[config.mk]
export PLATFORM = sky130hd
export DESIGN_NAME = hkst_queue
export DESIGN_NICKNAME = d
export VERILOG_FILES = /design/src/sv/handle_keyed_io_statistics_table_unit_defines.svh /design/src/sv/hkst_pkg.sv /design/src/sv/hkst_queue.sv
export SDC_FILE = /design/constraint.sdc
export NUM_CORES = 1
export LEC_CHECK = 0
export BUFFER_PORTS_ARGS = -buffer_cell sky130_fd_sc_hd__buf_2
export CORE_AREA = 2 2 231 233
export DETAILED_ROUTE_END_ITERATION = 10
export DIE_AREA = 0 0 233 235
export HOLD_SLACK_MARGIN = 0.15
export PLACE_DENSITY_LB_ADDON = 0.25
export SLEW_MARGIN = 25
export SYNTH_ARGS = -nofsm -noshare
export SYNTH_HDL_FRONTEND = slang
export SYNTH_SLANG_ARGS = --single-unit
[constraint.sdc]
create_clock -name clk -period 15.79 [get_ports clk]
set_input_delay 0.7895 -clock clk [delete_from_list [all_inputs] [get_ports clk]]
set_output_delay 0.7895 -clock clk [all_outputs]
set_load 0.005 [all_outputs]
[src/sv/handle_keyed_io_statistics_table_unit_defines.svh]
// assertion macros for the handle keyed i/o statistics table
// used at the end of the top level, expects clk and rst in scope
`ifndef HANDLE_KEYED_IO_STATISTICS_TABLE_UNIT_DEFINES_SVH
`define HANDLE_KEYED_IO_STATISTICS_TABLE_UNIT_DEFINES_SVH

// condition must hold in the same cycle as the trigger
`define HKST_IMPLY(lbl, trig, cond, msg) \
  lbl: assert property (@(posedge clk) disable iff (rst) (trig) |-> (cond)) else $error(msg);

// condition must never be seen
`define HKST_NEVER(lbl, cond, msg) \
  lbl: assert property (@(posedge clk) disable iff (rst) !(cond)) else $error(msg);

`endif

[src/sv/hkst_pkg.sv]
// shared types and constants of the handle keyed i/o statistics table
// no dependencies
package hkst_pkg;

  // operation codes
  localparam logic [2:0] OP_OPEN = 3'd0;
  localparam logic [2:0] OP_READ = 3'd1;
  localparam logic [2:0] OP_SEEK = 3'd2;
  localparam logic [2:0] OP_MAP  = 3'd3;
  localparam logic [2:0] OP_VIEW = 3'd4;
  localparam logic [2:0] OP_STAT = 3'd5;

  // default sizes
  localparam int FILE_ENTRIES_DEF = 512;
  localparam int HANDLE_SLOTS_DEF = 4096;
  localparam int PROBE_LIMIT_DEF  = 8;
  localparam int SIZE_BUCKETS_DEF = 6;

  // record number width fixed by the ports
  localparam int REC_W = 9;

  // counter layout within one record, matches the statistic selector
  localparam logic [4:0] CNT_OPENS    = 5'd0;
  localparam logic [4:0] CNT_READS    = 5'd1;
  localparam logic [4:0] CNT_BYTES    = 5'd2;
  localparam logic [4:0] CNT_TICKS    = 5'd3;
  localparam logic [4:0] CNT_SEEKS    = 5'd4;
  localparam logic [4:0] CNT_SEEKDIST = 5'd5;
  localparam logic [4:0] CNT_BACK     = 5'd6;
  localparam logic [4:0] CNT_HIST0    = 5'd7;
  localparam logic [4:0] CNT_MAPS     = 5'd13;
  localparam logic [4:0] CNT_MAPBYTES = 5'd14;
  localparam logic [4:0] CNT_FIRST    = 5'd15;
  localparam logic [4:0] CNT_LAST     = 5'd16;
  localparam int STATS_PER_REC = 17;

  // histogram bucket limits
  localparam logic [31:0] BKT_LIM0 = 32'(4 * 1024);
  localparam logic [31:0] BKT_LIM1 = 32'(16 * 1024);
  localparam logic [31:0] BKT_LIM2 = 32'(64 * 1024);
  localparam logic [31:0] BKT_LIM3 = 32'(256 * 1024);
  localparam logic [31:0] BKT_LIM4 = 32'(1024 * 1024);

  // classified item handed from front to back
  typedef struct packed {
    logic [2:0]       op;
    logic [31:0]      handle;
    logic [31:0]      source_handle;
    logic [REC_W-1:0] file_index;
    logic [31:0]      got_bytes;
    logic [31:0]      elapsed_ticks;
    logic [63:0]      now_tick;
    logic [47:0]      seek_target;
    logic [31:0]      view_bytes;
    logic [4:0]       stat_select;
    logic [2:0]       bucket;
    logic             handle_nz;
    logic             source_nz;
    logic             file_ok;
    logic             select_ok;
  } item_t;

  // flow status seen by the front
  typedef struct packed {
    logic full;
    logic clearing;
  } flow_t;

endpackage

[src/sv/hkst_queue.sv]
// two entry queue between front and back ends
// depends on hkst_pkg
module hkst_queue (
  input  logic            clk,
  input  logic            rst,
  input  logic            push,
  input  hkst_pkg::item_t push_item,
  input  logic            pop,
  output logic            q_valid,
  output logic            q_full,
  output hkst_pkg::item_t q_item
);

  hkst_pkg::item_t slots [2];
  logic       wp;
  logic       rp;
  logic [1:0] count;

  assign q_valid = count != 2'd0;
  assign q_full  = count == 2'd2;
  assign q_item  = slots[rp];

  // pointers and fill level
  always_ff @(posedge clk) begin
    if (rst) begin
      wp    <= 1'b0;
      rp    <= 1'b0;
      count <= 2'd0;
    end else begin
      if (push) wp <= !wp;
      if (pop) rp <= !rp;
      case ({push, pop})
        2'b10:   count <= count + 2'd1;
        2'b01:   count <= count - 2'd1;
        default: count <= count;
      endcase
    end
  end

  // storage
  always_ff @(posedge clk) begin
    if (push) slots[wp] <= push_item;
  end

endmodule

### Word level (Yosys, flattened, before mapping)

Memories as Yosys holds them, arrays and structs flattened. A register that Yosys moved wholly into a read port is not among the register bits.
Index checks and enable logic that the tools add are counted.

* flip-flop bits (word level): 4
* bits in latches: 0
* RAM bits: 592
* memory bits (read-only): 0
* bits of input ports: 300
* output and inout bits: 298
* logic and storage cells: 18
* memories: 1

* $add $sub $neg: 2
* multiply operators: 0
* div/mod/pow operators: 0
* magnitude comparators: 0
* equality and inequality tests: 3
* shifts and indexed selects: 0
* muxes and demuxes: 5
* bitwise operators: 0
* reduce and logical (&&, ||, !) cells: 4

Memories
* slots: depth 2, width 296, read ports 1, clocked after Yosys merged registers in 1, write ports 1, line hkst_queue.sv:14 `hkst_pkg::item_t slots [2];`

Operators by type and width (number)
* 2-bit equality test (second input constant): 2
* 1-bit 2-to-1 mux: 4
* 2-bit case mux with 2 select lines: 1
* 2-bit nonzero test: 2
* 2-bit by 1-bit adder with 2-bit output (second input constant): 1
* 2-bit by 1-bit equality test with 1-bit output (second input constant): 1
* 1-bit zero test: 2
* 2-bit by 1-bit subtractor with 2-bit output (second input constant): 1

### Longest topological paths before layout

Gate-level depths: netlist (run 1).

* depth after elaboration: 3
* depth in mapped cells: 5
* gate-level depth less buffers: 5

### Worst setup path after synthesis (run 1)

OpenSTA, ideal clock, no wires.

* kind: input port to flip-flop
* from: input port push
* to: memory slots[0][0] (netlist name) (enable)
* library setup time: 0.968 ns
* data arrival time: 13.234 ns
* required time: 14.822 ns
* path slack: 1.588 ns
* cell stages on the path: 2
* path buffers: 0
* cells stage by stage: inv_1 nor2_1

* word-level cells in the longest chain between the ends: 2

Ends and longest elaborated chain
* from (decl): line hkst_queue.sv:6 `input logic push,`
* 1-bit 2-to-1 mux: line hkst_queue.sv:42 `if (push) slots[wp] <= push_item;`
* 1-bit 2-to-1 mux (implied by the code): line hkst_queue.sv:42
* to (decl): line hkst_queue.sv:14

Every way passes these cells.

==> flow_metrics.env, run 1 <==
export IMPL_holdCritPathClass="primary input to flop"
export IMPL_fin_crit_ps=5400
export IMPL_max_slew_margin_rel_pct=33.0
export IMPL_synth_area_sq_mm=0.0226
export IMPL_cts_htree_levels=2
export IMPL_register_area_sq_mm=0.0179
export IMPL_setup_viol=0
export IMPL_portBuffers=597
export IMPL_grt_pass1_wl_microns=71600
export IMPL_dp_cells=2207
export IMPL_nFillCells=4184
export IMPL_drc=0
export IMPL_vias_per_cell=4.77
export IMPL_finalPower_w=0.00359
export IMPL_wl_microns=50200
export IMPL_first_iter_violations=588
export IMPL_clkTransAtPathRegs_ps=60
export IMPL_die_h_microns=235
export IMPL_power_leakage_nw=11.0
export IMPL_dp_hpwl_microns=35100
export IMPL_cts_tree="yes"
export IMPL_skew_ps=28.3
export IMPL_multiInputGateArea_sq_mm=0.00435
export IMPL_grt_pass1_vias=11500
export IMPL_syn2layout_area_growth_pct=24.4
export IMPL_busiest_layer="met2"
export IMPL_first_pass_iters=4
export IMPL_ys_seq_elements=597
export IMPL_start_util_pct=43.2
export IMPL_yosysWarnings=0
export IMPL_mostFrequentLayoutCells="buf_2, edfxtp_1, mux2_4"
export IMPL_synth_nets=1244
export IMPL_wire_per_inst_microns=21.6
export IMPL_cts_setup_buffers=0
export IMPL_clk_latency_ps=610
export IMPL_crit_type="flop to output pin"
export IMPL_layout_cells_non_filler=2324
export IMPL_p_per_area_mw_per_mm2=128
export IMPL_cts_num_sinks=597
export IMPL_grt_max_degree=80
export IMPL_ant_nets=0
export IMPL_ir_worst_vdd_uv=98.6
export IMPL_final_common_cell="buf_2"
export IMPL_gr_total_overflow=0
export IMPL_setup_tns_ps=0
export IMPL_grtUsageMet1_pct=20.2
export IMPL_cts_resized=0
export IMPL_seq_area_frac_synth_pct=79.3
export IMPL_status="completed"
export IMPL_clk_path_buf_depth=3
export IMPL_grt_setup_unrepaired="no"
export IMPL_root_buffer="clkbuf_16"
export IMPL_use_met3_pct=5.91
export IMPL_ctsHoldBuffers=0
export IMPL_cp_required_ps=15000
export IMPL_ioPinCount=598
export IMPL_core_sq_mm=0.0522
export IMPL_finalNetCount=1882
export IMPL_drv_slew=0
export IMPL_drive_above_1_share_pct=61.1
export IMPL_num_rows=84
export IMPL_maxCapViolCount=0
export IMPL_worstSetupStartpointType="flop"
export IMPL_cts_buffers=58
export IMPL_gp_congestion=0.823
export IMPL_syn_inst=943
export IMPL_arrival_ps=4610
export IMPL_syn_area_per_cell_sq_um=23.9
export IMPL_crit_path_end_kind="output pin"
export IMPL_max_freq_mhz=185
export IMPL_grt_met2_usage_pct=30.4
export IMPL_dieArea_sq_mm=0.0548
export IMPL_vias=11100
export IMPL_hold_viol_final=0
export IMPL_finalCritPeriodShare_pct=34.2
export IMPL_die_x_microns=233
export IMPL_track_usage_pct=17.6
export IMPL_antenna_found_initial=19
export IMPL_ys_types=17
export IMPL_post_route_util_pct=53.7
export IMPL_tightest_slew_ps=1000
export IMPL_crit_fanout=56
registers in the layout (all words and copies together), names as in the netlist, named ones only:
| register | cells |
|---|---|
| count | 2 |
| rp | 1 |
| slots | 592 |
| wp | 1 |
layer usage:
layer	share of wire, %	wire, microns
met5	0.23	114
met4	2.7	1370
met3	8.0	4020
met2	52	25900
met1	37	18700
area by class of cell:
type,count,share of cell area [%]
sequential,597,63.7
multi-input combinational,312,15.5
timing repair buffer,611,11.2
clock buffer,72,5.50
tap,688,3.07
clock inverter,33,0.892
antenna,10,0.0892
inverter,1,0.0134
synth_stat cells, drive strengths merged:
cell type | instances | area [sq um]
o21ai | 1 | 5.00
xor2 | 1 | 8.76
buf | 33 | 340
and2 | 1 | 6.26
nor2b | 1 | 6.26
or3 | 1 | 6.26
ha | 1 | 12.5
or2 | 1 | 6.26
edfxtp | 592 | 17800
xnor2 | 3 | 26.3
nor2 | 5 | 18.8
mux2 | 296 | 4230
dfxtp | 5 | 100
inv | 1 | 3.75
a21oi | 1 | 5.00
logic make-up after synthesis:
kind of cell             after synthesis  share of synthesized area (%)
flip-flops                           597                           79.3
multiplexers                         296                           18.8
buffers and inverters                 34                           1.53
AND/OR/NAND/NOR                        9                          0.194
XOR/XNOR                               4                          0.155
AO/OA/AOI/OAI                          2                         0.0443
adder cells (fa/ha/maj)                1                         0.0555
worst max-delay path, stage by stage (launching register included):
cell and delay (ps):
dfxtp_4 860, buf_4 740, buf_4 850, buf_4 900
mux2_4 350, buf_2 130
through the flow:
stage                     setup WS (ps)  area, sq um  hold slack, ps
after detailed placement          10960        26200             494
final                             10390        28100             364
after global placement            11000        26200             484
after floorplan                    1590        22600             456
after CTS                         10260        28000             309
after global routing              10090        28100             326
report_power, final:
part           internal (W)  switching [W]
Combinational      0.000212       0.000187
Sequential          0.00185      0.0000296
Clock              0.000739       0.000565
worst paths after layout:
path	from	endpoint	slack, ps	cells past startpoint
hold reg to reg	count[1]	count[1]	510	2
setup reg to reg	wp	slots[0][99]	12550	3
hold / removal	push_item[177]	slots[0][177]	360	1
setup / recovery	flop	q_item[50]	10390	5
Note: power is estimated with default switching activity, not from simulation.
==> inputs of run 2 (changes only) <==
==> constraint.sdc (replaced) <==
create_clock -name clk -period 5.04 [get_ports clk]
set_input_delay 0.252 -clock clk [delete_from_list [all_inputs] [get_ports clk]]
set_output_delay 0.252 -clock clk [all_outputs]
set_load 0.005 [all_outputs]
==> run 2 against run 1 <==
Against the previous run: sequential share of layout area fell by 6.4 points; setup slack got worse by 8300 ps; clock skew fell by 16 ps; non-clock buffer count rose by 298; power rose to 3.3 times the previous value; critical endpoint is now q_item[217].
==> flow_metrics.env, run 2 (same netlist as run 1, synthesis figures left out) <==
export IMPL_status="completed"
export IMPL_root_buffer="clkbuf_16"
export IMPL_p_int_w=0.00914
export IMPL_crit_path_end_kind="output pin"
export IMPL_nFillCells=3872
export IMPL_tightest_slew_ps=1030
export IMPL_clk_latency_ps=610
export IMPL_p_comb_share_pct=12.4
export IMPL_arrival_ps=2720
export IMPL_cp_slowest_cell="dfxtp_4"
export IMPL_cts_htree_levels=2
export IMPL_die_x_microns=233
export IMPL_dieArea_sq_mm=0.0548
export IMPL_clock_power_share_pct=37.0
export IMPL_regMostFlops="slots"
export IMPL_dpl_worst_slack_ps=2670
export IMPL_first_pass_iters=4
export IMPL_crit_type="flop to output pin"
export IMPL_setup_viol=0
export IMPL_grt_max_degree=155
export IMPL_first_iter_violations=453
export IMPL_gp_congestion=0.832
export IMPL_ir_worst_vdd_uv=296
export IMPL_hold_viol_final=0
export IMPL_gr_total_overflow=0
export IMPL_critical_path_max_stage_delay_ps=1020
export IMPL_place_area_sq_mm=0.0263
export IMPL_multiInputGateArea_sq_mm=0.00435
export IMPL_largest_reg_flops=592
export IMPL_fin_crit_ps=2970
export IMPL_max_slew_margin_rel_pct=31.5
export IMPL_p_seq_share_pct=50.7
export IMPL_syn2layout_area_growth_pct=38.2
export IMPL_vias_per_cell=4.66
export IMPL_wire_per_inst_microns=19.7
export IMPL_power_leakage_nw=12.3
export IMPL_num_rows=84
export IMPL_top_regs="slots (592), count (2)"
export IMPL_track_usage_pct=18.2
export IMPL_drive_above_1_share_pct=51.8
export IMPL_routed_top_layer="met5"
export IMPL_final_area_sq_mm=0.0312
export IMPL_crit_fanout=72
export IMPL_wl_microns=51600
export IMPL_clkTransAtPathRegs_ps=60
export IMPL_ant_nets=0
export IMPL_setup_tns_ps=0
export IMPL_cts_buffers=60
export IMPL_finalCritPeriodShare_pct=58.9
export IMPL_grt_pass1_wl_microns=75100
export IMPL_worstSetupStartpointType="flop"
export IMPL_p_per_area_mw_per_mm2=374
export IMPL_setup_slack_ps=2070
export IMPL_holdCritPathClass="primary input to flop"
export IMPL_portBuffers=597
export IMPL_max_freq_mhz=337
export IMPL_swShare_pct=21.6
export IMPL_register_area_sq_mm=0.0179
export IMPL_drc=0
export IMPL_net_switching_power_w=0.00252
export IMPL_cts_tree="yes"
export IMPL_cp_required_ps=4790
export IMPL_final_common_cell="buf_2"
export IMPL_finalNetCount=2182
export IMPL_wl_met2_microns=26700
export IMPL_maxCapViolCount=0
export IMPL_drv_slew=0
export IMPL_met1_length_microns=19400
export IMPL_core_sq_mm=0.0522
export IMPL_vias=12200
export IMPL_finalPower_w=0.0117
export IMPL_die_h_microns=235
export IMPL_mostFrequentLayoutCells="buf_2, edfxtp_1, dlygate4sd3_1"
export IMPL_cts_num_sinks=597
export IMPL_dp_hpwl_microns=34000
export IMPL_ioPinCount=598
export IMPL_grt_setup_unrepaired="no"
export IMPL_worstPathCellList="buf_12 > mux2_4 > buf_2"
export IMPL_clk_path_buf_depth=3
export IMPL_start_util_pct=43.2
export IMPL_grt_pass1_vias=13100
export IMPL_wl_met3_microns=3330
export IMPL_antenna_found_initial=7
export IMPL_skew_ps=12.5
==> run 2: cell types whose count changed in the layout (fill, tap and decap cells not counted), sizes merged <==
cell	before	now
inv	2	4
diode	10	6
clkbuf	72	73
buf	611	609
clkinvlp	3	1
dlygate4sd3	0	300
clkinv	26	25
bufinv	3	6
==> run 2: per-stage QoR <==
step | cells | hold slack (ps) | utilization [%]
2_1_floorplan | 943 | 317 | -
3_3_place_gp | 2207 | 439 | 50.3
6_report | 2621 | 364 | 59.7
3_5_place_dp | 2207 | 443 | 50.3
5_1_grt | 2621 | 332 | 59.7
4_1_cts | 2615 | 323 | 59.7
==> run 2: repair_timing <==
action                                 4_1_cts  5_1_grt
endpoints found under the hold margin      603        0
hold buffers                               300        0
resized for setup                            0        0
buffers inserted                             0        0
==> run 2: area by class of cell <==
cell class | instances | share of cell area (%)
Clock buffer | 73 | 5.04
Sequential cell | 597 | 57.4
Clock inverter | 35 | 1.06
Antenna cell | 6 | 0.0482
Inverter | 1 | 0.0120
Tap cell | 688 | 2.76
Multi-Input combinational cell | 312 | 13.9
Timing Repair Buffer | 909 | 19.8
==> run 2: worst paths after layout <==
kind	cells past startpoint	to	start	slack, ps
worst max-delay path	3	q_item[217]	flop	2070
worst min-delay path	2	slots[0][44]	push_item[44]	360
worst max register to register	2	slots[0][199]	wp	3210
worst min register to register	2	count[1]	count[1]	500
==> run 2: power groups by stage <==
stage	logic [W]	clock network, W	registers (W)
floorplan	0.000735	0	0.00600
global placement	0.00125	0	0.00600
detailed placement	0.00125	0	0.00601
CTS	0.00146	0.00441	0.00591
global route	0.00154	0.00461	0.00593
finish	0.00144	0.00431	0.00591
==> run 2: routing by layer <==
layer | track usage (%) | vias up
met5 | 0 | -
met4 | 9.07 | 2
met3 | 4.71 | 125
met2 | 31.8 | 401
met1 | 20.4 | 6017
li1 | - | 5659
==> run 2: critical path, delay by kind of cell, from the launching register on <==
| kind | cells | cell delay, ps |
|---|---|---|
| DFF | 1 | 1020 |
| muxes | 1 | 350 |
| buffers and inverters | 2 | 670 |
