`src/sv/handle_keyed_io_statistics_table_unit_defines.svh`:
```
// assertion macros for the handle keyed i/o statistics table
// used at the end of the top level, expects clk and rst in scope
`ifndef HANDLE_KEYED_IO_STATISTICS_TABLE_UNIT_DEFINES_SVH
`define HANDLE_KEYED_IO_STATISTICS_TABLE_UNIT_DEFINES_SVH

// condition must hold in the same cycle as the trigger
`define HKST_IMPLY(lbl, trig, cond, msg) \
  lbl: assert property (@(posedge clk) disable iff (rst) (trig) |-> (cond)) else $error(msg);

// condition must never be seen
`define HKST_NEVER(lbl, cond, msg) \
  lbl: assert property (@(posedge clk) disable iff (rst) !(cond)) else $error(msg);

`endif

```
`src/sv/hkst_pkg.sv`:
```
// shared types and constants of the handle keyed i/o statistics table
// no dependencies
package hkst_pkg;

  // operation codes
  localparam logic [2:0] OP_OPEN = 3'd0;
  localparam logic [2:0] OP_READ = 3'd1;
  localparam logic [2:0] OP_SEEK = 3'd2;
  localparam logic [2:0] OP_MAP  = 3'd3;
  localparam logic [2:0] OP_VIEW = 3'd4;
  localparam logic [2:0] OP_STAT = 3'd5;

  // default sizes
  localparam int FILE_ENTRIES_DEF = 512;
  localparam int HANDLE_SLOTS_DEF = 4096;
  localparam int PROBE_LIMIT_DEF  = 8;
  localparam int SIZE_BUCKETS_DEF = 6;

  // record number width fixed by the ports
  localparam int REC_W = 9;

  // counter layout within one record, matches the statistic selector
  localparam logic [4:0] CNT_OPENS    = 5'd0;
  localparam logic [4:0] CNT_READS    = 5'd1;
  localparam logic [4:0] CNT_BYTES    = 5'd2;
  localparam logic [4:0] CNT_TICKS    = 5'd3;
  localparam logic [4:0] CNT_SEEKS    = 5'd4;
  localparam logic [4:0] CNT_SEEKDIST = 5'd5;
  localparam logic [4:0] CNT_BACK     = 5'd6;
  localparam logic [4:0] CNT_HIST0    = 5'd7;
  localparam logic [4:0] CNT_MAPS     = 5'd13;
  localparam logic [4:0] CNT_MAPBYTES = 5'd14;
  localparam logic [4:0] CNT_FIRST    = 5'd15;
  localparam logic [4:0] CNT_LAST     = 5'd16;
  localparam int STATS_PER_REC = 17;

  // histogram bucket limits
  localparam logic [31:0] BKT_LIM0 = 32'(4 * 1024);
  localparam logic [31:0] BKT_LIM1 = 32'(16 * 1024);
  localparam logic [31:0] BKT_LIM2 = 32'(64 * 1024);
  localparam logic [31:0] BKT_LIM3 = 32'(256 * 1024);
  localparam logic [31:0] BKT_LIM4 = 32'(1024 * 1024);

  // classified item handed from front to back
  typedef struct packed {
    logic [2:0]       op;
    logic [31:0]      handle;
    logic [31:0]      source_handle;
    logic [REC_W-1:0] file_index;
    logic [31:0]      got_bytes;
    logic [31:0]      elapsed_ticks;
    logic [63:0]      now_tick;
    logic [47:0]      seek_target;
    logic [31:0]      view_bytes;
    logic [4:0]       stat_select;
    logic [2:0]       bucket;
    logic             handle_nz;
    logic             source_nz;
    logic             file_ok;
    logic             select_ok;
  } item_t;

  // flow status seen by the front
  typedef struct packed {
    logic full;
    logic clearing;
  } flow_t;

endpackage

```
`src/sv/hkst_front.sv`:
```
// front end: accepts items and classifies them for the back end
// depends on hkst_pkg
module hkst_front #(
  parameter int FILE_ENTRIES = hkst_pkg::FILE_ENTRIES_DEF
) (
  input  logic                    in_valid,
  output logic                    in_stall,
  input  logic [2:0]              op,
  input  logic [31:0]             handle,
  input  logic [31:0]             source_handle,
  input  logic [8:0]              file_index,
  input  logic [31:0]             requested_bytes,
  input  logic [31:0]             got_bytes,
  input  logic [31:0]             elapsed_ticks,
  input  logic [63:0]             now_tick,
  input  logic [47:0]             seek_target,
  input  logic [31:0]             view_bytes,
  input  logic [4:0]              stat_select,
  input  hkst_pkg::flow_t         flow,
  output logic                    push,
  output hkst_pkg::item_t         item
);

  logic [2:0] bucket;

  // request size bucket
  always_comb begin
    if (requested_bytes <= hkst_pkg::BKT_LIM0) bucket = 3'd0;
    else if (requested_bytes <= hkst_pkg::BKT_LIM1) bucket = 3'd1;
    else if (requested_bytes <= hkst_pkg::BKT_LIM2) bucket = 3'd2;
    else if (requested_bytes <= hkst_pkg::BKT_LIM3) bucket = 3'd3;
    else if (requested_bytes <= hkst_pkg::BKT_LIM4) bucket = 3'd4;
    else bucket = 3'd5;
  end

  // hold off while the queue is full or the table is being cleared
  assign in_stall = flow.full || flow.clearing;
  assign push     = in_valid && !in_stall;

  // classified item
  always_comb begin
    item.op            = op;
    item.handle        = handle;
    item.source_handle = source_handle;
    item.file_index    = file_index;
    item.got_bytes     = got_bytes;
    item.elapsed_ticks = elapsed_ticks;
    item.now_tick      = now_tick;
    item.seek_target   = seek_target;
    item.view_bytes    = view_bytes;
    item.stat_select   = stat_select;
    item.bucket        = bucket;
    item.handle_nz     = handle != 32'd0;
    item.source_nz     = source_handle != 32'd0;
    item.file_ok       = 32'(file_index) < FILE_ENTRIES;
    item.select_ok     = stat_select <= hkst_pkg::CNT_LAST;
  end

endmodule

```
`config.mk`:
```
export PLATFORM = sky130hd
export DESIGN_NAME = hkst_front
export DESIGN_NICKNAME = d
export VERILOG_FILES = /design/src/sv/handle_keyed_io_statistics_table_unit_defines.svh /design/src/sv/hkst_pkg.sv /design/src/sv/hkst_front.sv
export SDC_FILE = /design/constraint.sdc
export NUM_CORES = 1
export LEC_CHECK = 0
export ABC_CLOCK_PERIOD_IN_PS = 800
export BUFFER_PORTS_ARGS = -buffer_cell sky130_fd_sc_hd__buf_2
export CAP_MARGIN = 20
export CORE_AREA = 5 5 240 242
export DETAILED_ROUTE_END_ITERATION = 6
export DIE_AREA = 0 0 245 247
export PLACE_DENSITY = 0.37
export SLEW_MARGIN = 10
export SYNTH_ARGS = -nofsm -noshare
export SYNTH_HDL_FRONTEND = slang
export SYNTH_SLANG_ARGS = --single-unit
export TNS_END_PERCENT = 10
```
`constraint.sdc`:
```
create_clock -name vclk -period 0.8
set_input_delay 0 -clock vclk [all_inputs]
set_output_delay 0 -clock vclk [all_outputs]
set_load 0.02 [all_outputs]
```
* Word-level counts from Yosys, hierarchy flattened
Index checks and enable logic that the tools add are counted.
** Storage, ports and cells
- Register bits after elaboration :: 0
- Output and inout bits :: 298
- Word-level logic and storage cells :: 16
** Operators by class
- $lt $le $gt $ge :: 6
- Mux-type cells :: 5
- Reductions and logical operators :: 5
** Operators by type and width (count)
- $reduce_bool A32 Y1 :: 2
- $le A32 B13 Y1 const B :: 1
- $le A32 B15 Y1 const B :: 1
- $le A32 B17 Y1 const B :: 1
- $le A32 B19 Y1 const B :: 1
- $le A32 B21 Y1 const B :: 1
- $mux W3 :: 4
- $le A5 B5 Y1 const B :: 1
- $logic_and A1 B1 Y1 :: 1
- $logic_not A1 Y1 :: 1
- $logic_or A1 B1 Y1 :: 1
- $mux W1 :: 1

* Longest topological paths before layout
Gate-level depths: netlist of run 1.
- Depth after elaboration :: 6
- Mapped depth :: 4
- Mapped depth without buffers :: 4

* Worst setup path before layout of run 1
OpenSTA, ideal clock, no wires.
- Path kind :: in2out
- Start :: input port requested_bytes[0]
- End :: output port item[4] in the netlist's numbering
- Data arrival time :: 1205 ps
- Required time :: 800 ps
- Slack :: -405 ps
- Stages :: 4
- Cell sequence :: nor4_4 nand4_2 mux2_4 a31oi_1
** RTL lines
- start, declared :: line hkst_front.sv:12 : input logic [31:0] requested_bytes,
- end, declared :: line hkst_front.sv:21 : output hkst_pkg::item_t item

==> impl_summary.md, run 1 <==
Power and ir drop
For this design the ratio of total power to cell area is 406.6 nW/um^2. IR analysis of the VDD net gives a maximum drop of 0.09444 mV. The static leakage is 1.111 nW. The internal power is 510.7 uW. Per report_power, the clock group accounts for 0% of the total. The sum of internal, switching and leakage power is 1.171 mW. The analysis attributes to net switching a power of 660.5 uW. Registers are responsible for 0% of the overall power.

The switching power as a share of total power is 56.40%. The logic gate share of total power is 100.0%.

Global routing
The number of antenna violations at the first check in global routing is 1. The wire length of the first global-routing pass is 14790 um. The sum of overflow across all layers after global routing is 0. Entering global routing, the biggest net connects 5 pins. In the global route stage, overall resource usage came out at 3.464%. The number of global-route vias before repair is 2164.

STA
Setup repair after global routing could not meet its margin everywhere. The slack of the critical path is -0.5170 ns. For the final routed database, the setup TNS stands at -1.759 ns. The time the final worst path needs with I/O delays and setup is 1.317 ns. Derived from the worst setup path, the maximum achievable clock frequency is 759.3 MHz. Setup violations remaining at the end of the flow were counted as 5.

The final number of hold-violating endpoints is 0. The total count of max-transition violations in the final report is 0. The final critical-path share of the clock period is 164.6%. The worst hold slack after final layout is 0.000007774 ns.

Finish
The area occupied by registers is 0 um^2. Once layout is complete, the utilization of the core stands at 5.249%. The share of final-layout standard cells stronger than drive strength 1 is 87.84%.

The final standard cell area without fillers is 2880 um^2. Relative to the synthesized area, the layout overhead comes to 10.09%. The post-layout instance count excluding filler cells is 1001. Counting the clock-network buffers in the layout gives 0. The number of sequential storage elements is 0. The layout net count is 622.

Critical path
The critical-path cell with the highest stage delay is sky130_fd_sc_hd__a2111oi_4. The worst setup path is of the in -> out kind. The startpoint type of the worst setup path is a primary input. The most numerous cell type found on the critical path is sky130_fd_sc_hd__buf_6. At the worst endpoint, the required time is 0.80 ns. The endpoint class of the critical path is a primary output. Traced cell by cell, the critical path runs through buf_6, nor4_4, buf_4, nand3_4, a2111oi_4, a31oi_4, buf_6. On the worst path, the slowest cell contributes a delay of 0.41 ns. In this run the worst path has a maximum fanout of 3. Data arrives at the worst endpoint at 1.32 ns.

Drt
The routed via count is 2019. The mean routed wirelength per cell is 12.55 um. In the routed layout, each cell is associated on average with a via count of 2.017. The total wire length is 12570 um. The post-detailed-route count of antenna-violating nets is 0. The detailed-route DRC error count is 0. The number of DRC markers after the initial detailed-route iteration is 24. For this run, the detailed router's first-pass iteration total came to 4.

Outcome
The final reports fail on negative setup slack. The flow ran to the end, but the final reports show violations.

Hold path
In this run the worst hold path is classified as in -> out. The cell depth of the worst min-delay path is 0. The worst hold path terminates at item[92]. In this run the most critical hold path is launched from now_tick[0].

Placed design
The setup slack after placement is -0.6048 ns. Port buffering added 181 buffers. The number of placed instances, taps included is 993. The post-detailed-placement cell area is 2590 um^2.

The HPWL after detailed placement is 11310 um. The routability congestion estimate is 0.7736.

Floorplanning
The die is 245 um wide. After floorplanning, the core was sized to cover 54880 um^2. The die outline area is 60520 um^2. Once the floorplan was initialized, standard cells occupied 4.767% of the core. The initialized floorplan defines 86 standard-cell rows.

622 I/O pins were placed. The die extent in y is 247 um.

Logic synthesis
The yosys synthesis warning count is 0. The most frequent cell after synthesis is sky130_fd_sc_hd__buf_4. The share of the synthesized area in the top cell type is 83.21%.

The average instance area after synthesis is 7.411 um^2. Synthesis produced a netlist whose cell count is 353. Sequential elements use 0% of the synthesized area.

The synthesized netlist contains 28 unique library cells. Synthesis produced a netlist with a net count of 677. The commonest cells after synthesis are sky130_fd_sc_hd__buf_4, sky130_fd_sc_hd__nor4_1, sky130_fd_sc_hd__nand4_1.

The cell area that synthesis handed to floorplanning was 2616 um^2. In the post-synthesis netlist, the biggest area contributors are sky130_fd_sc_hd__buf_4, sky130_fd_sc_hd__nor4_1, sky130_fd_sc_hd__nor4_4, sky130_fd_sc_hd__nand4_1, sky130_fd_sc_hd__or2_2. The most area-hungry cell type in the Yosys netlist is sky130_fd_sc_hd__buf_4.

Flow run
The max-capacitance violation count is 0.
-- power groups by stage --
| stage | clock (mW) | sequential, mW | combinational (mW) |
|---|---|---|---|
| 3_3_place_gp | 0 | 0 | 1.07 |
| 5_1_grt | 0 | 0 | 1.23 |
| 2_1_floorplan | 0 | 0 | 2.20 |
| 6_report | 0.000000171 | 0 | 1.17 |
| 3_5_place_dp | 0 | 0 | 1.07 |
| 4_1_cts | 0 | 0 | 1.16 |
-- cells by family after synthesis --
group | Yosys count | share of synthesized area, %
multiplexers | 1 | 0.5737
buffers and inverters | 292 | 83.50
AO/OA/AOI/OAI | 8 | 2.104
AND/OR/NAND/NOR | 51 | 13.68
other | 1 | 0.1433
-- how the worst max path moves through the flow --
stage	startpoint	endpoint	slack (ns)	cells after the start
6_report	requested_bytes[0]	item[4]	-0.52	7
5_1_grt	requested_bytes[7]	item[4]	-0.57	8
4_1_cts	requested_bytes[11]	item[4]	-0.51	7
3_5_place_dp	requested_bytes[4]	item[4]	-0.60	6
3_3_place_gp	requested_bytes[4]	item[4]	-0.59	6
2_1_floorplan	requested_bytes[4]	item[4]	-0.22	4
-- metal layers --
metal	GRT usage, %	vias up	part of all wire (%)
met2	7.973	347	56
met5	0	-	0
met4	3.069	0	10
li1	-	742	-
met1	1.353	814	17
met3	1.740	116	17
-- area by class of cell --
cell class	count	area, um^2
inverter	2	7.507
fill	6497	52000
timing repair buffer	233	1346
tap	704	880.8
antenna	1	2.502
multi-input combinational	61	643.1
-- timing repair --
action | 4_1_cts | 5_1_grt
endpoints found under the hold margin | 0 | 0
gates resized for setup | 31 | 6
gates cloned | 0 | 0
setup buffers | 3 | 4
endpoints found under the setup margin | 5 | 5
pin swaps | 7 | 6
hold buffers | 0 | 0
-- cell usage in the layout, fill, tap and decap left out, types with 2 or more instances in the layout --
cell type / synthesis / routed
sky130_fd_sc_hd__nor4_4: 3 / 10
sky130_fd_sc_hd__nand4_1: 5 / 5
sky130_fd_sc_hd__nor4_2: 0 / 3
sky130_fd_sc_hd__nand3_1: 3 / 2
sky130_fd_sc_hd__inv_1: 2 / 2
sky130_fd_sc_hd__nand2_1: 3 / 3
sky130_fd_sc_hd__buf_4: 290 / 52
sky130_fd_sc_hd__buf_6: 0 / 8
sky130_fd_sc_hd__nor2_1: 3 / 3
sky130_fd_sc_hd__buf_2: 0 / 173
sky130_fd_sc_hd__nor4_1: 20 / 10
sky130_fd_sc_hd__or2_2: 4 / 3
-- worst max-delay path: cells and delay by family --
kind            cells  cell delay (ns)
buf+inv             3             0.43
compound gates      2             0.46
simple gates        2             0.42
No activity file was read; power rests on OpenSTA's default activity.
==> run 2, diff against run 1 <==
ABC_AREA = 1   (was unset)
ABC_CLOCK_PERIOD_IN_PS = 1700   (was 800)
CORE_AREA = 5 5 237 239   (was 5 5 240 242)
DIE_AREA = 0 0 242 244   (was 0 0 245 247)
clock period = 1.7 ns   (was 0.8 ns; I/O delays follow)
==> run 2 against run 1 <==
  * The flow now finishes without violations
  * Flip-flop and latch count is the same
  * Die area decreased by 2.4%
  * Global-route usage increased by 0.14 points
  * Wire length fell by 2.0%
  * Power down 63%
  * Highest routed layer unchanged
==> impl_summary.md, run 2 <==
Logic synthesis
The synthesized netlist cell count is 407. Ranked by instance count, the synthesized netlist is headed by sky130_fd_sc_hd__buf_4, sky130_fd_sc_hd__nor2_1, sky130_fd_sc_hd__nand2_1. In this run the biggest area consumer among cell types represents 77.89% of the synthesized area. In this run the cell area of the synthesized design comes to 2795 um^2. Yosys attributes the largest share of cell area to sky130_fd_sc_hd__buf_4, sky130_fd_sc_hd__nor4_1, sky130_fd_sc_hd__nor2_1, sky130_fd_sc_hd__nand2_1, sky130_fd_sc_hd__nor2_4.

The average instance in the mapped netlist occupies 6.868 um^2. The sequential cell area fraction in the yosys report is 0%. The yosys synthesis warning count is 0. Among all cell types in the netlist, the one instantiated most often is sky130_fd_sc_hd__buf_4. Synthesis produced a netlist with a net count of 731. The most area-hungry cell type in the Yosys netlist is sky130_fd_sc_hd__buf_4. The count of different cell masters after synthesis is 21.

Clocking
After clock tree synthesis, the flow added hold-fix buffers numbering 0. The number of setup buffers added after CTS is 0. The number of gates resized after CTS is 0.

Drt
In this run, the number of DRC markers left after iteration 0 of detailed routing was 34. Wires add up to 12310 um. The first TritonRoute pass finished after 4 iterations. The routed layout has 1927 vias. After detailed routing, the number of remaining DRC violations is 0.

The mean routed wirelength per cell is 12.34 um. The count of nets left with antenna violations once routing finished came out at 0. The vias per cell is 1.931.

STA
Based on the critical path, the design can be clocked at up to 774.0 MHz. For the final routed database, the setup TNS stands at 0 ns. The final number of hold-violating endpoints is 0. The slack of the critical path is 0.4080 ns. Setup repair after global routing left no endpoint under its margin. The final critical-path share of the clock period is 76.00%. The total count of max-transition violations in the final report is 0. The time the final worst path needs with I/O delays and setup is 1.292 ns. Setup violations remaining at the end of the flow were counted as 0.

Finish
The finished layout holds 998 standard cells, fillers aside. The share of final-layout standard cells stronger than drive strength 1 is 71.76%. The library cell used most frequently in the layout, excluding fill and tap cells, is sky130_fd_sc_hd__buf_2. In the layout the commonest cells are sky130_fd_sc_hd__buf_2, sky130_fd_sc_hd__nor2_1, sky130_fd_sc_hd__nand2_1. The clock buffer instance count of the final layout is 0.

The area added between synthesis and finish is -13.43%. In the final design database the tool counted 627 nets. The number of sequential storage elements is 0. The area of combinational cells with multiple inputs is 554.3 um^2.

The sequential cells in the finished layout cover a total of 0 um^2. The filler cells instantiated in the layout total 6418. With fillers left out, the area of the finished cells amounts to 2420 um^2.

Placed design
Detailed placement ended at an HPWL of 11240 um. Once placement completed, the tool counted placed cells totaling 997. The count of input and output buffers is 181.

The post-detailed-placement cell area is 2417 um^2. The setup slack after placement is 0.3522 ns. The routability congestion estimate is 0.7755.

Global routing
The wire length of the first global-routing pass is 15370 um. The number of global-route vias before repair was 2015. For this run, the total global-route usage over all layers was measured as 3.606%. The number of antenna violations at the first check in global routing was 0.

For this run the aggregate overflow at the end of global routing stands at 0. The pin count of the biggest net entering global routing is 5.

Floorplanning
The die is 244 um tall. The floorplan step defined a die boundary enclosing 59050 um^2. Row generation in the floorplan step produced 85 rows. The die extent in x is 242 um. The I/O pin total is 622. The initial core utilization is 5.215%. The core area is 53600 um^2.

Power and ir drop
Dividing total power by cell area gives a power density of 179.1 nW/um^2. The largest voltage drop on the vdd net is 0.04063 mV. Total power for the finished layout comes to 433.3 uW.

The static leakage is 0.9481 nW.

Critical path
The startpoint type of the worst setup path is a primary input. Data on the critical path arrives at its endpoint at 1.29 ns. Along the worst path, the maximum fanout reaches 2. The required time at the endpoint of the critical path is 1.70 ns. STA classifies the critical path endpoint as a primary output.

By startpoint and endpoint, the worst setup path is classified as in -> out.

Flow run
The max-capacitance violation count is 0.

Hold path
The launch point of the worst hold path is now_tick[22]. The cell depth of the worst min-delay path is 0. The tightest min-delay check is of the in -> out type. The worst hold endpoint is item[114].

Outcome
The flow ran to the end, and the final reports show no timing, DRC or antenna violations.
[run 2: cell types whose count changed after synthesis, moves of 2 or more]
cell	delta
sky130_fd_sc_hd__nor2_2	+7
sky130_fd_sc_hd__nor3b_1	-2
sky130_fd_sc_hd__nor4_4	-3
sky130_fd_sc_hd__inv_2	+4
sky130_fd_sc_hd__nand2_1	+16
sky130_fd_sc_hd__nand2_2	+9
sky130_fd_sc_hd__inv_1	+10
sky130_fd_sc_hd__nor2_4	+6
sky130_fd_sc_hd__nor4_1	-4
sky130_fd_sc_hd__nor2_1	+21
[run 2: kinds of logic after synthesis]
| logic type | count (synthesis) | share of synthesized area (%) |
|---|---|---|
| simple gates | 97 | 19.20 |
| compound gates | 2 | 0.4923 |
| buf+inv | 307 | 80.17 |
| other cells | 1 | 0.1342 |
[run 2: worst max-delay path by stage]
stage                              from      end  slack (ns)  cells past startpoint
floorplan           requested_bytes[30]  item[5]        0.77                      9
global placement      source_handle[29]  item[2]        0.37                      5
detailed placement    source_handle[25]  item[2]        0.35                      6
CTS                   source_handle[25]  item[2]        0.34                      6
global route          source_handle[25]  item[2]        0.27                      6
finish                source_handle[25]  item[2]        0.41                      6
[run 2: where the power goes]
group | total [mW] | switching (mW) | internal [mW] | leakage [nW]
sequential | 0 | 0 | 0 | 0
combinational | 0.433 | 0.266 | 0.167 | 0.948
clock | 0.00000000437 | 0 | 0.00000000436 | 0.00000330
total | 0.433 | 0.266 | 0.167 | 0.948
[run 2: metrics by stage]
step	hold WS (ns)	utilization, %
2_1_floorplan	0.1126	-
3_3_place_gp	0.0001367	4.510
3_5_place_dp	0.0001367	4.510
4_1_cts	0.0001367	4.510
5_1_grt	0.00002924	4.510
6_report	0.000008852	4.514
[run 2: layout make-up]
class / count / area share (%)
multi-input cells: 100 / 22.91
inverters: 17 / 2.637
well taps: 696 / 35.99
diodes: 1 / 0.1034
repair buffers: 184 / 38.37
[run 2: critical path, cell delays in order]
cell and delay [ns]:
sky130_fd_sc_hd__buf_2 0.10, sky130_fd_sc_hd__nor4_1 0.31, sky130_fd_sc_hd__buf_4 0.19, sky130_fd_sc_hd__nand4_1 0.17, sky130_fd_sc_hd__or2_2 0.34, sky130_fd_sc_hd__buf_2 0.17
[run 2: metal layers]
| layer | share of wire [%] | GRT usage (%) | vias to the layer above | wire length (um) |
|---|---|---|---|---|
| met4 | 8.0 | 2.652 | 0 | 982 |
| met1 | 26 | 2.611 | 737 | 3190 |
| met5 | 0 | 0 | - | 0 |
| met3 | 21 | 3.156 | 88 | 2557 |
| li1 | - | - | 758 | - |
| met2 | 45 | 6.041 | 344 | 5584 |
==> run 3, diff against run 2 <==
ABC_CLOCK_PERIOD_IN_PS = 1200   (was 1700)
CORE_AREA = 5 5 239 241   (was 5 5 237 239)
DIE_AREA = 0 0 244 246   (was 0 0 242 244)
clock period = 1.2 ns   (was 1.7 ns; I/O delays follow)
==> run 3 against run 2 <==
  * Hold slack is essentially flat
  * Global-route usage shrank 0.089 points
  * Wire length shrank 1.6%
  * Flip-flop and latch count is the same
  * Final cell count grew 1.5%
  * Critical path depth is the same
  * Largest cell class unchanged
  * Die area grew 1.7%
==> impl_summary.md, run 3 (synthesized netlist as in run 2, its figures left out) <==
Global routing
Global routing used 3.517% of the available tracks. The number of global-route vias before repair is 2004. The sum of overflow across all layers after global routing is 0.

The number of antenna violations at the first check in global routing was 0. The first global-routing pass estimated 15020 um of wire. The pin count of the biggest net entering global routing is 5.

STA
Setup repair after global routing could not meet its margin everywhere. The final number of hold-violating endpoints is 0. The worst hold slack after final layout is 0.000005612 ns. The final critical-path share of the clock period is 95.98%. The maximum frequency from static timing analysis is 868.3 MHz.

The total count of max-transition violations in the final report is 0. Setup violations remaining at the end of the flow were counted as 0. The routed design could run at a clock period as short as 1.152 ns.

Critical path
The largest individual stage delay along the critical path comes from the cell sky130_fd_sc_hd__or2_4. The worst path arrival time is 1.15 ns. Of all nets on the critical path, the largest fanout is 2. The most frequent cell on the critical path is sky130_fd_sc_hd__buf_6.

The delay of the slowest critical-path stage is 0.30 ns. Walking the worst path, the cells encountered are buf_6, nor4_2, buf_4, nand4_1, or2_4, buf_6. At the worst endpoint, the required time is 1.20 ns.

The classification of the worst setup path is in -> out. STA classifies the critical path endpoint as a primary output. The worst setup path is launched from a primary input.

Drt
In the routed design, unresolved DRC markers number 0. The final layout contains routed wiring with a total length of 12120 um. The number of DRC markers after the initial detailed-route iteration is 48. The pre-antenna-repair detailed-routing pass consisted of 4 iterations. The post-detailed-route count of antenna-violating nets is 0. Using the TritonRoute via totals, the vias-per-cell ratio works out to 1.922. The mean routed wirelength per cell is 11.96 um.

The routed via count is 1947.

Outcome
The run finished with clean final reports.

Finish
The number of diodes is 0. In the finished layout, the clock tree contains a buffer count of 0. The post-route netlist has 76.70% of its cells at a drive strength greater than 1.

The layout net count is 635. The library cells used most frequently in the layout, excluding fill and tap cells, are sky130_fd_sc_hd__buf_2, sky130_fd_sc_hd__nor2_1, sky130_fd_sc_hd__nand2_1. The commonest non-fill, non-tap cell in the layout is sky130_fd_sc_hd__buf_2. The finished cells cover 2608 um^2. The area added between synthesis and finish is -6.714%. Cells fill 4.770% of the core in the end. The area occupied by registers is 0 um^2.

The number of sequential storage elements is 0.

Power and ir drop
The static leakage is 1.025 nW. The clock network burns 0% of the power. The internal power is 259.5 uW. The logic gate share of total power is 100.0%.

Sequential cells burn 0% of the power. In this run switching power makes up 60.13% of total power. The power density of the placed cells is 249.6 nW/um^2. In this run the power spent charging and discharging nets is 391.4 uW. The largest voltage drop on the vdd net is 0.07369 mV.

Placed design
Detailed placement finished with a half-perimeter wire length of 10930 um. The routability congestion estimate is 0.6871. The count of input and output buffers is 181. The placed instances occupy a cell area of 2487 um^2.

Floorplanning
622 I/O pins were placed. The core area is 54660 um^2. From left edge to right edge, the die measures 244 um. For this configuration, the core starts out at a cell density of 5.114%.

The die extent in y is 246 um. The die covers 60020 um^2. The number of placement rows is 86.

Flow run
The max-capacitance violation count is 0.

Clocking
The number of post-CTS setup repair buffers is 0.

Hold path
The class of the worst hold path is in -> out. Along the worst hold path, the cell count comes to 0.
-- run 3: cell count changes in the layout (fill, tap and decap cells not counted), sizes merged --
cell and change:
diode -1, buf +8
-- run 3: per-layer routing --
layer	up-vias	global-route usage [%]	share of wire, %
li1	777	-	-
met2	340	6.238	47
met5	-	0.8170	0.59
met1	728	2.281	22
met3	100	2.669	21
met4	2	3.020	9.6
-- run 3: through the flow --
stage / std cells / setup TNS (ns) / power, mW / setup slack, ns
finish: 1013 / 0 / 0.6508 / 0.04828
global route: 1013 / -0.1836 / 0.7035 / -0.08328
CTS: 1013 / -0.05557 / 0.6526 / -0.04391
detailed placement: 1013 / -0.5657 / 0.6305 / -0.2334
global placement: 1013 / -0.4673 / 0.6296 / -0.1602
floorplan: 407 / 0 / 1.486 / 0.2660
-- run 3: critical path, delay by kind of cell --
| kind | cells | cell delay, ns |
|---|---|---|
| AND/OR/NAND/NOR | 3 | 0.77 |
| buffers and inverters | 3 | 0.37 |
-- run 3: final timing paths --
kind	start	end	slack (ns)
max	source_handle[30]	item[2]	0.05
min	now_tick[21]	item[113]	0.000006
-- run 3: what timing repair did --
item	in CTS	in global routing
gates resized for setup	16	15
pin swaps	4	4
hold buffers	0	0
endpoints found under the setup margin	4	4
-- run 3: area by class of cell --
type,instances,area [um^2]
inverter,17,63.81
multi-input combinational,100,630.6
fill,6519,52050
tap,704,880.8
timing repair buffer,192,1032
-- run 3: power groups by stage --
stage / Sequential (mW) / Combinational [mW] / Clock, mW
2_1_floorplan: 0 / 1.49 / 0
3_3_place_gp: 0 / 0.630 / 0
3_5_place_dp: 0 / 0.631 / 0
4_1_cts: 0 / 0.653 / 0
5_1_grt: 0 / 0.704 / 0
6_report: 0 / 0.651 / 0
